## src/mkde_pkg.sv

```systemverilog
// Package for the multi-key debounce block: sizes, register indexes and the
// word types passed between the key lanes, the merge stage and the top level.
// No dependencies.
`default_nettype none

package mkde_pkg;

  // Keys handled side by side, and the timestamp width kept per key.
  localparam int KEY_COUNT = 4;
  localparam int TIME_BITS = 32;

  // Fixed field widths of the ports.
  localparam int NOW_W    = 32;
  localparam int MASK_W   = 4;
  localparam int DEB_W    = 16;
  localparam int CFG_IDX_W = 1;
  localparam int CFG_DATA_W = 16;

  localparam logic [DEB_W-1:0]  DEBOUNCE_RESET = 16'd20;
  localparam logic [MASK_W-1:0] POLARITY_RESET = 4'd13;

  typedef enum logic [CFG_IDX_W-1:0] {
    REG_DEBOUNCE = 1'b0,
    REG_POLARITY = 1'b1
  } cfg_reg_t;

  // Per-key flags after one scan.
  typedef struct packed {
    logic pressed;
    logic press;
    logic release_ev;
  } lane_flags_t;

  // One result word.
  typedef struct packed {
    logic [MASK_W-1:0] pressed;
    logic [MASK_W-1:0] press;
    logic [MASK_W-1:0] release_ev;
  } out_word_t;

endpackage

`default_nettype wire

```

## src/mkde_lane.sv

```systemverilog
// One key lane: holds the debounce state of a single key and works out its
// flags for each accepted scan. Depends on mkde_pkg.
`default_nettype none

module mkde_lane
  import mkde_pkg::*;
(
  input  wire logic                 clk,
  input  wire logic                 rst_n,
  input  wire logic                 scan_fire,
  input  wire logic [TIME_BITS-1:0] now,
  input  wire logic                 raw,
  input  wire logic [DEB_W-1:0]     debounce,
  output lane_flags_t               flags_nxt
);

  logic                 last_raw_r, last_raw_nxt;
  logic                 stable_r, stable_nxt;
  logic [TIME_BITS-1:0] change_time_r, change_time_nxt;
  logic                 edge_done_r, edge_done_nxt;
  lane_flags_t          flags_r;
  logic [TIME_BITS-1:0] elapsed;
  logic                 held;

  assign elapsed = now - change_time_r;
  assign held    = elapsed >= {{(TIME_BITS-DEB_W){1'b0}}, debounce};

  always_comb begin
    last_raw_nxt    = last_raw_r;
    stable_nxt      = stable_r;
    change_time_nxt = change_time_r;
    edge_done_nxt   = edge_done_r;
    flags_nxt       = flags_r;
    if (raw != last_raw_r) begin
      // restart the window and drop both events
      last_raw_nxt         = raw;
      change_time_nxt      = now;
      edge_done_nxt        = 1'b0;
      flags_nxt.press      = 1'b0;
      flags_nxt.release_ev = 1'b0;
    end else if (held) begin
      stable_nxt        = raw;
      flags_nxt.pressed = raw;
      if (!edge_done_r && (raw != stable_r)) begin
        edge_done_nxt        = 1'b1;
        flags_nxt.press      = raw;
        flags_nxt.release_ev = ~raw;
      end else if (raw == stable_r) begin
        flags_nxt.press      = 1'b0;
        flags_nxt.release_ev = 1'b0;
      end
    end
  end

  always_ff @(posedge clk) begin
    if (!rst_n) begin
      last_raw_r    <= 1'b0;
      stable_r      <= 1'b0;
      change_time_r <= '0;
      edge_done_r   <= 1'b0;
      flags_r       <= '0;
    end else if (scan_fire) begin
      last_raw_r    <= last_raw_nxt;
      stable_r      <= stable_nxt;
      change_time_r <= change_time_nxt;
      edge_done_r   <= edge_done_nxt;
      flags_r       <= flags_nxt;
    end
  end

endmodule

`default_nettype wire

```

## src/mkde_merge.sv

```systemverilog
// Merge stage: gathers the lane flags into one result word and holds it in a
// two-word output queue that parts the scan side from the result side.
// Depends on mkde_pkg.
`default_nettype none

module mkde_merge
  import mkde_pkg::*;
(
  input  wire logic        clk,
  input  wire logic        rst_n,
  input  wire logic        scan_fire,
  input  wire lane_flags_t lane_flags [KEY_COUNT],
  output logic             scan_ready,
  output logic             word_valid,
  input  wire logic        word_ready,
  output out_word_t        word
);

  out_word_t   merged;
  out_word_t   buf_r [2];
  logic        wr_ptr_r, rd_ptr_r;
  logic [1:0]  count_r, count_nxt;
  logic        pop;

  always_comb begin
    merged = '0;
    for (int i = 0; i < KEY_COUNT; i++) begin
      if (i < MASK_W) begin
        merged.pressed[i]    = lane_flags[i].pressed;
        merged.press[i]      = lane_flags[i].press;
        merged.release_ev[i] = lane_flags[i].release_ev;
      end
    end
  end

  assign scan_ready = (count_r != 2'd2);
  assign word_valid = (count_r != 2'd0);
  assign word       = buf_r[rd_ptr_r];
  assign pop        = word_valid && word_ready;

  always_comb begin
    count_nxt = count_r;
    if (scan_fire && !pop) begin
      count_nxt = count_r + 2'd1;
    end else if (!scan_fire && pop) begin
      count_nxt = count_r - 2'd1;
    end
  end

  always_ff @(posedge clk) begin
    if (scan_fire) begin
      buf_r[wr_ptr_r] <= merged;
    end
  end

  always_ff @(posedge clk) begin
    if (!rst_n) begin
      wr_ptr_r <= 1'b0;
      rd_ptr_r <= 1'b0;
      count_r  <= 2'd0;
    end else begin
      if (scan_fire) begin
        wr_ptr_r <= ~wr_ptr_r;
      end
      if (pop) begin
        rd_ptr_r <= ~rd_ptr_r;
      end
      count_r <= count_nxt;
    end
  end

  a_count_bound: assert property (@(posedge clk) disable iff (!rst_n)
    count_r != 2'd3)
    else $error("output queue count out of range");

  a_fill_shows: assert property (@(posedge clk) disable iff (!rst_n)
    (scan_fire && !pop) |=> word_valid)
    else $error("accepted scan did not produce a word");

  a_press_pressed: assert property (@(posedge clk) disable iff (!rst_n)
    word_valid |-> ((word.press & ~word.pressed) == '0))
    else $error("press event on a key not pressed");

  a_release_clear: assert property (@(posedge clk) disable iff (!rst_n)
    word_valid |-> ((word.release_ev & word.pressed) == '0))
    else $error("release event on a key still pressed");

  a_no_both: assert property (@(posedge clk) disable iff (!rst_n)
    word_valid |-> ((word.press & word.release_ev) == '0))
    else $error("press and release event on the same key");

endmodule

`default_nettype wire

```

## src/multi_key_debounce_edge_top.sv

```systemverilog
// Top level of the multi-key debounce block: configuration registers, key
// lanes and merge stage. Depends on mkde_pkg, mkde_lane and mkde_merge.
//
//   channel  direction  handshake             payload
//   in_      input      in_valid / in_ready   in_now_ms, in_pin_levels
//   out_     output     out_valid / out_ready out_pressed_mask, out_press_event_mask,
//                                             out_release_event_mask
//   cfg_     input      cfg_wr_en             cfg_index, cfg_data
//
// One scan per cycle while in_ready is high; an accepted scan's word joins the output
// queue and shows on out_ after any waiting word. Every key lane does one subtract and compare per scan.
// A two-word output queue lets a scan be taken while a word waits; in_ready
// drops only when both queue slots are full.
// Synchronous reset clears all key state, the queue, and loads the register
// reset values.
`default_nettype none

module multi_key_debounce_edge_top
  import mkde_pkg::*;
(
  input  wire logic                  clk,
  input  wire logic                  rst_n,
  input  wire logic                  in_valid,
  output logic                       in_ready,
  input  wire logic [NOW_W-1:0]      in_now_ms,
  input  wire logic [MASK_W-1:0]     in_pin_levels,
  output logic                       out_valid,
  input  wire logic                  out_ready,
  output logic [MASK_W-1:0]          out_pressed_mask,
  output logic [MASK_W-1:0]          out_press_event_mask,
  output logic [MASK_W-1:0]          out_release_event_mask,
  input  wire logic                  cfg_wr_en,
  input  wire logic [CFG_IDX_W-1:0]  cfg_index,
  input  wire logic [CFG_DATA_W-1:0] cfg_data
);

  logic [DEB_W-1:0]     debounce_r;
  logic [MASK_W-1:0]    polarity_r;
  logic                 scan_fire;
  logic [KEY_COUNT-1:0] raw;
  lane_flags_t          lane_flags [KEY_COUNT];
  out_word_t            word;

  always_ff @(posedge clk) begin
    if (!rst_n) begin
      debounce_r <= DEBOUNCE_RESET;
      polarity_r <= POLARITY_RESET;
    end else if (cfg_wr_en) begin
      unique case (cfg_reg_t'(cfg_index))
        REG_DEBOUNCE: debounce_r <= cfg_data[DEB_W-1:0];
        REG_POLARITY: polarity_r <= cfg_data[MASK_W-1:0];
        default:      debounce_r <= debounce_r;
      endcase
    end
  end

  assign scan_fire = in_valid && in_ready;

  // map pin level to pressed; keys past the polarity mask read as not pressed
  always_comb begin
    raw = '0;
    for (int i = 0; i < KEY_COUNT; i++) begin
      if (i < MASK_W) begin
        raw[i] = (in_pin_levels[i] == polarity_r[i]);
      end
    end
  end

  for (genvar g = 0; g < KEY_COUNT; g++) begin : g_lane
    mkde_lane u_lane (
      .clk       (clk),
      .rst_n     (rst_n),
      .scan_fire (scan_fire),
      .now       (in_now_ms[TIME_BITS-1:0]),
      .raw       (raw[g]),
      .debounce  (debounce_r),
      .flags_nxt (lane_flags[g])
    );
  end

  mkde_merge u_merge (
    .clk        (clk),
    .rst_n      (rst_n),
    .scan_fire  (scan_fire),
    .lane_flags (lane_flags),
    .scan_ready (in_ready),
    .word_valid (out_valid),
    .word_ready (out_ready),
    .word       (word)
  );

  assign out_pressed_mask       = word.pressed;
  assign out_press_event_mask   = word.press;
  assign out_release_event_mask = word.release_ev;

endmodule

`default_nettype wire
```

## config.mk

```make
export PLATFORM = sky130hd
export DESIGN_NAME = multi_key_debounce_edge_top
export DESIGN_NICKNAME = d
export VERILOG_FILES = /design/src/mkde_pkg.sv /design/src/mkde_lane.sv /design/src/mkde_merge.sv /design/src/multi_key_debounce_edge_top.sv
export SDC_FILE = /design/constraint.sdc
export NUM_CORES = 1
export LEC_CHECK = 0
export ABC_AREA = 1
export BUFFER_PORTS_ARGS = -buffer_cell sky130_fd_sc_hd__buf_4
export CAP_MARGIN = 10
export CORE_MARGIN = 1.5
export CORE_UTILIZATION = 55
export CTS_BUF_LIST = sky130_fd_sc_hd__clkbuf_8
export CTS_CLUSTER_DIAMETER = 120
export DETAILED_ROUTE_END_ITERATION = 10
export PLACE_DENSITY = 0.7
export SYNTH_ARGS = -nofsm -noshare
export SYNTH_HDL_FRONTEND = slang
export SYNTH_HIERARCHICAL = 1
export SYNTH_SLANG_ARGS = --single-unit
export TNS_END_PERCENT = 1
```

## constraint.sdc

```tcl
create_clock -name clk -period 9.15 [get_ports clk]
set_input_delay 0.4575 -clock clk [delete_from_list [all_inputs] [get_ports clk]]
set_output_delay 0.4575 -clock clk [all_outputs]
set_load 0.02 [all_outputs]
```

==> flow_summary_export.csv <==
group,metric,value,unit
status,status,"finished, violations left",
status,violated_checks,"DRC",
job,cap_violations,0,
synthesis,async_flop_share,0,%
global_routing,grt_pass1_vias,19900,
timing,tightestPinTransition,1.11,ns
clock_tree,cts_max_path_bufs,3,
min_path,hold_crit_start,"cfg_data[3]",
global_routing,grt_start_max_net_pins,118,
detailed_routing,via_count_of_the_routed_design,20800,
synthesis,ys_dominant_reg_cell,"sky130_fd_sc_hd__dfxtp_1",
timing,timing_hold_violations_final,0,
setup_path,cp.required,9.49,ns
synthesis,synthesis.nets,3681,
timing,fin_worst_skew,0.0487,ns
pwr,power.static_leakage,12.3,nW
global_routing,grt_use_total,34.0,%
die,floorplan.rows,69,
min_path,timing.hold.worst.class,"input port to register",
detailed_routing,wire_per_inst,16.1,um
pwr,worst_ir_drop_vdd,0.000159,V
global_routing,grt_antenna_before_repair,4,
synthesis,netlist-cell-type-count,44,
clock_tree,cts_root_buf,"sky130_fd_sc_hd__clkbuf_8",
global_routing,use_met2,58.9,%
synthesis,portion_of_synthesized_cell_area_occupied_by_the_leading_cell_type,20.7,%
die,floorplan.die.height,194,um
setup_path,cp-start-kind,"register",
clock_tree,cts_tree,"built",
clock_tree,clk_pin_slew,0.06,ns
clock_tree,numClockSinks,201,
cells_and_area,nNetsFinal,3746,
timing,achievable_frequency,0.286,GHz
timing,layout_worst_path_cycle_share,38.2,%
place,placement.setup.worst_slack,5.41,ns
die,dieWidth,194,um
synthesis,postSynthAreaPerCell,5.85,sq um
setup_path,setup.worst_path.start,"g_lane[2].u_lane/change_time_r[2]$_SDFFE_PN0P_",
clock_tree,postCtsSetupBuffers,0,
setup_path,critPathMaxFanout,7,
setup_path,cp_top_family,"simple AND/OR/NAND/NOR gates",
synthesis,netlist.top_cell.by_area,"sky130_fd_sc_hd__nand2_1",
synthesis,synth.cell_area,0.0201,sq mm
clock_tree,cts-hold-fix-buffers,0,
die,design.die.area,0.0376,sq mm
timing,postLayoutSetupSlackWorst,5.66,ns
cells_and_area,num_antenna_cells,0,
cells_and_area,post-route-util,61.1,%
place,dp.final_hpwl,50300,um
pwr,total_power,0.00480,W
setup_path,cpMaxStageDelayCell,"sky130_fd_sc_hd__ha_1",
setup_path,critPathMostFrequentCell,"sky130_fd_sc_hd__nand2_1",
global_routing,grt_use_met3,3.57,%
detailed_routing,drt-vias-per-instance,5.23,
global_routing,global_route.peak_usage_layer,"met2",
pwr,pwr_density_cell,220,mW/mm^2
cells_and_area,area_delta_synth_final,8.96,%
clock_tree,cts_inserted_buffers,39,
cells_and_area,layout.cells.most_common,"sky130_fd_sc_hd__nand2_1",
synthesis,synth_edf_count,24,
timing,number_of_pins_exceeding_their_max_slew_limit_in_the_final_report,0,
place,place_congestion,1.00,
global_routing,grt_pass1_wl,101000,um
synthesis,post_synth_main_area_contributors,"sky130_fd_sc_hd__nand2_1 (21%), sky130_fd_sc_hd__dfxtp_1 (18%), sky130_fd_sc_hd__inv_1 (14%), sky130_fd_sc_hd__ha_1 (12%), sky130_fd_sc_hd__a21oi_1 (6.0%)",
detailed_routing,drt_first_iter_violations,1328,
detailed_routing,drt_drc_violations_left,2,
setup_path,worst_r2r_start,"g_lane[2].u_lane/change_time_r[2]$_SDFFE_PN0P_",
place,place.port_buffers,71,
clock_tree,worstSkewPairLatency,0.61,ns
clock_tree,post_cts.resized_instances,0,
detailed_routing,drt_pass1_iterations,9,
synthesis,synth-warning-count,6,
global_routing,grt.overflow.total,0,
setup_path,crit_chain,"inv_1 -> ha_1 -> nand2_1 -> nand2_1 -> inv_2 -> nand2_4 -> nand2_1 -> nand2_2 -> nand2_1 -> nand2_2 -> xor2_1 -> ha_1 -> a21oi_1 -> nor3_1 -> a211oi_1 -> nand3_1 -> nor2_2 -> nand2_2 -> nor2_4 -> nand2_4 -> a22o_1",
setup_path,cp.buffers_inverters,2,
global_routing,grt_use_met1,41.1,%
synthesis,ys_seq_elements,201,
synthesis,ys_seq_area_share,21.3,%
setup_path,arrival,3.83,ns
clock_tree,clock_tree.htree_level_count,2,
cells_and_area,drive_gt1_share,8.97,%
die,pin_count,72,
timing,final_worst_hold_slack,0.102,ns
timing,setup_viol,0,
setup_path,worst_path_largest_cell_delay,0.39,ns
timing,rsz0062_at_grt,"false",
timing,finalWorstPathRequiredPeriod,3.49,ns
die,initial_core_util,56.1,%
detailed_routing,routed_wl,64100,um
timing,max_slew_margin,25.7,%
timing,fin_tns_setup,0,ns
setup_path,worst-setup-path-type,"register to register",
detailed_routing,route.antenna.remaining_nets,0,
synthesis,syn-instance-count,3430,
setup_path,worstSetupEndpointType,"register",
cells_and_area,layout.cells.most_common_list,"sky130_fd_sc_hd__nand2_1 (1103), sky130_fd_sc_hd__inv_1 (770), sky130_fd_sc_hd__a21oi_1 (242)",
die,floorplan.core_area,0.0357,sq mm
metal layers:
layer | up-vias | part of all wire [%]
met5 | - | 0
met4 | 0 | 5.8
met3 | 167 | 5.3
met2 | 603 | 47
met1 | 9445 | 42
li1 | 10600 | -
synth_stat cells (2+ instances only):
cell type                  instances
sky130_fd_sc_hd__a211oi_1          4
sky130_fd_sc_hd__a21oi_1         242
sky130_fd_sc_hd__a22o_1            4
sky130_fd_sc_hd__a31oi_1           3
sky130_fd_sc_hd__and2_1            3
sky130_fd_sc_hd__buf_6             3
sky130_fd_sc_hd__clkbuf_1         45
sky130_fd_sc_hd__clkinv_1          3
sky130_fd_sc_hd__dfxtp_1         177
sky130_fd_sc_hd__edfxtp_1         24
sky130_fd_sc_hd__fa_1              4
sky130_fd_sc_hd__ha_1            189
sky130_fd_sc_hd__inv_1           760
sky130_fd_sc_hd__inv_2            24
sky130_fd_sc_hd__mux2_2            2
sky130_fd_sc_hd__mux2_4           10
sky130_fd_sc_hd__nand2_1        1104
sky130_fd_sc_hd__nand2_2          52
sky130_fd_sc_hd__nand2_4           5
sky130_fd_sc_hd__nand3_1         152
sky130_fd_sc_hd__nand3_2          15
sky130_fd_sc_hd__nand3b_1         10
sky130_fd_sc_hd__nand4_1          31
sky130_fd_sc_hd__nor2_1          233
sky130_fd_sc_hd__nor2_2           40
sky130_fd_sc_hd__nor2_4            7
sky130_fd_sc_hd__nor3_1           31
sky130_fd_sc_hd__nor3_2           12
sky130_fd_sc_hd__o21a_1            5
sky130_fd_sc_hd__o21ai_0         144
sky130_fd_sc_hd__o21bai_1          8
sky130_fd_sc_hd__or2_2             7
sky130_fd_sc_hd__xnor2_1          17
sky130_fd_sc_hd__xor2_1           50
worst paths after layout:
| kind | endpoint | slack (ns) | cells past startpoint |
|---|---|---|---|
| hold / removal | polarity_r[3]$_SDFFE_PN1P_ | 0.10 | 3 |
| setup / recovery | u_merge/buf_r[0][10]$_DFFE_PP_ | 5.66 | 21 |
| hold reg to reg | g_lane[3].u_lane/change_time_r[0]$_SDFFE_PN0P_ | 0.45 | 2 |
| setup reg to reg | u_merge/buf_r[0][10]$_DFFE_PP_ | 5.66 | 21 |
state kept, by name (all words and copies together), names as in the netlist, named ones only:
signal / flops
debounce_r: 16
g_lane.u_lane/change_time_r: 128
g_lane.u_lane/edge_done_r: 4
g_lane.u_lane/flags_r: 12
g_lane.u_lane/last_raw_r: 4
g_lane.u_lane/stable_r: 4
polarity_r: 4
u_merge/buf_r: 24
u_merge/count_r: 2
u_merge/rd_ptr_r: 1
u_merge/wr_ptr_r: 1
final cells by class:
cell class / count / area, sq um
Clock inverter: 25 / 246
Tap cell: 461 / 577
Multi-Input combinational cell: 2389 / 12600
Inverter: 787 / 2950
Clock buffer: 45 / 619
Timing Repair Buffer: 77 / 578
Sequential cell: 201 / 4260
Fill cell: 3616 / 13900
worst register-to-register path, cell delays in order, from the launching register on:
cell and delay, ns:
sky130_fd_sc_hd__dfxtp_1 0.31, sky130_fd_sc_hd__inv_1 0.05, sky130_fd_sc_hd__ha_1 0.39, sky130_fd_sc_hd__nand2_1 0.07, sky130_fd_sc_hd__nand2_1 0.10, sky130_fd_sc_hd__inv_2 0.05
sky130_fd_sc_hd__nand2_4 0.08, sky130_fd_sc_hd__nand2_1 0.08, sky130_fd_sc_hd__nand2_2 0.10, sky130_fd_sc_hd__nand2_1 0.07, sky130_fd_sc_hd__nand2_2 0.11, sky130_fd_sc_hd__xor2_1 0.18
sky130_fd_sc_hd__ha_1 0.27, sky130_fd_sc_hd__a21oi_1 0.15, sky130_fd_sc_hd__nor3_1 0.07, sky130_fd_sc_hd__a211oi_1 0.22, sky130_fd_sc_hd__nand3_1 0.17, sky130_fd_sc_hd__nor2_2 0.12
sky130_fd_sc_hd__nand2_2 0.08, sky130_fd_sc_hd__nor2_4 0.21, sky130_fd_sc_hd__nand2_4 0.11, sky130_fd_sc_hd__a22o_1 0.23
cell families (layout without fill, tap and decap cells):
kind of cell,Yosys count,after routing,share of synthesized area [%]
buf+inv,840,934,15.9
flops,201,201,21.3
xor+xnor,67,67,2.93
simple gates,1705,1705,36.2
fa+ha+maj,193,193,12.2
compound gates,412,412,10.6
mux,12,12,0.861
stage by stage:
step                area [sq um]  instances
global route               21900       3985
floorplan                  20100       3430
global placement           21000       3915
finish                     21900       3985
detailed placement         21000       3915
CTS                        21900       3985
power breakdown:
group / total [W] / internal [W] / switching [W]
combinational: 0.00264 / 0.000921 / 0.00172
sequential: 0.00113 / 0.00106 / 0.0000746
clock: 0.00103 / 0.000592 / 0.000435
total: 0.00480 / 0.00257 / 0.00223
No activity file was read; power rests on OpenSTA's default activity.
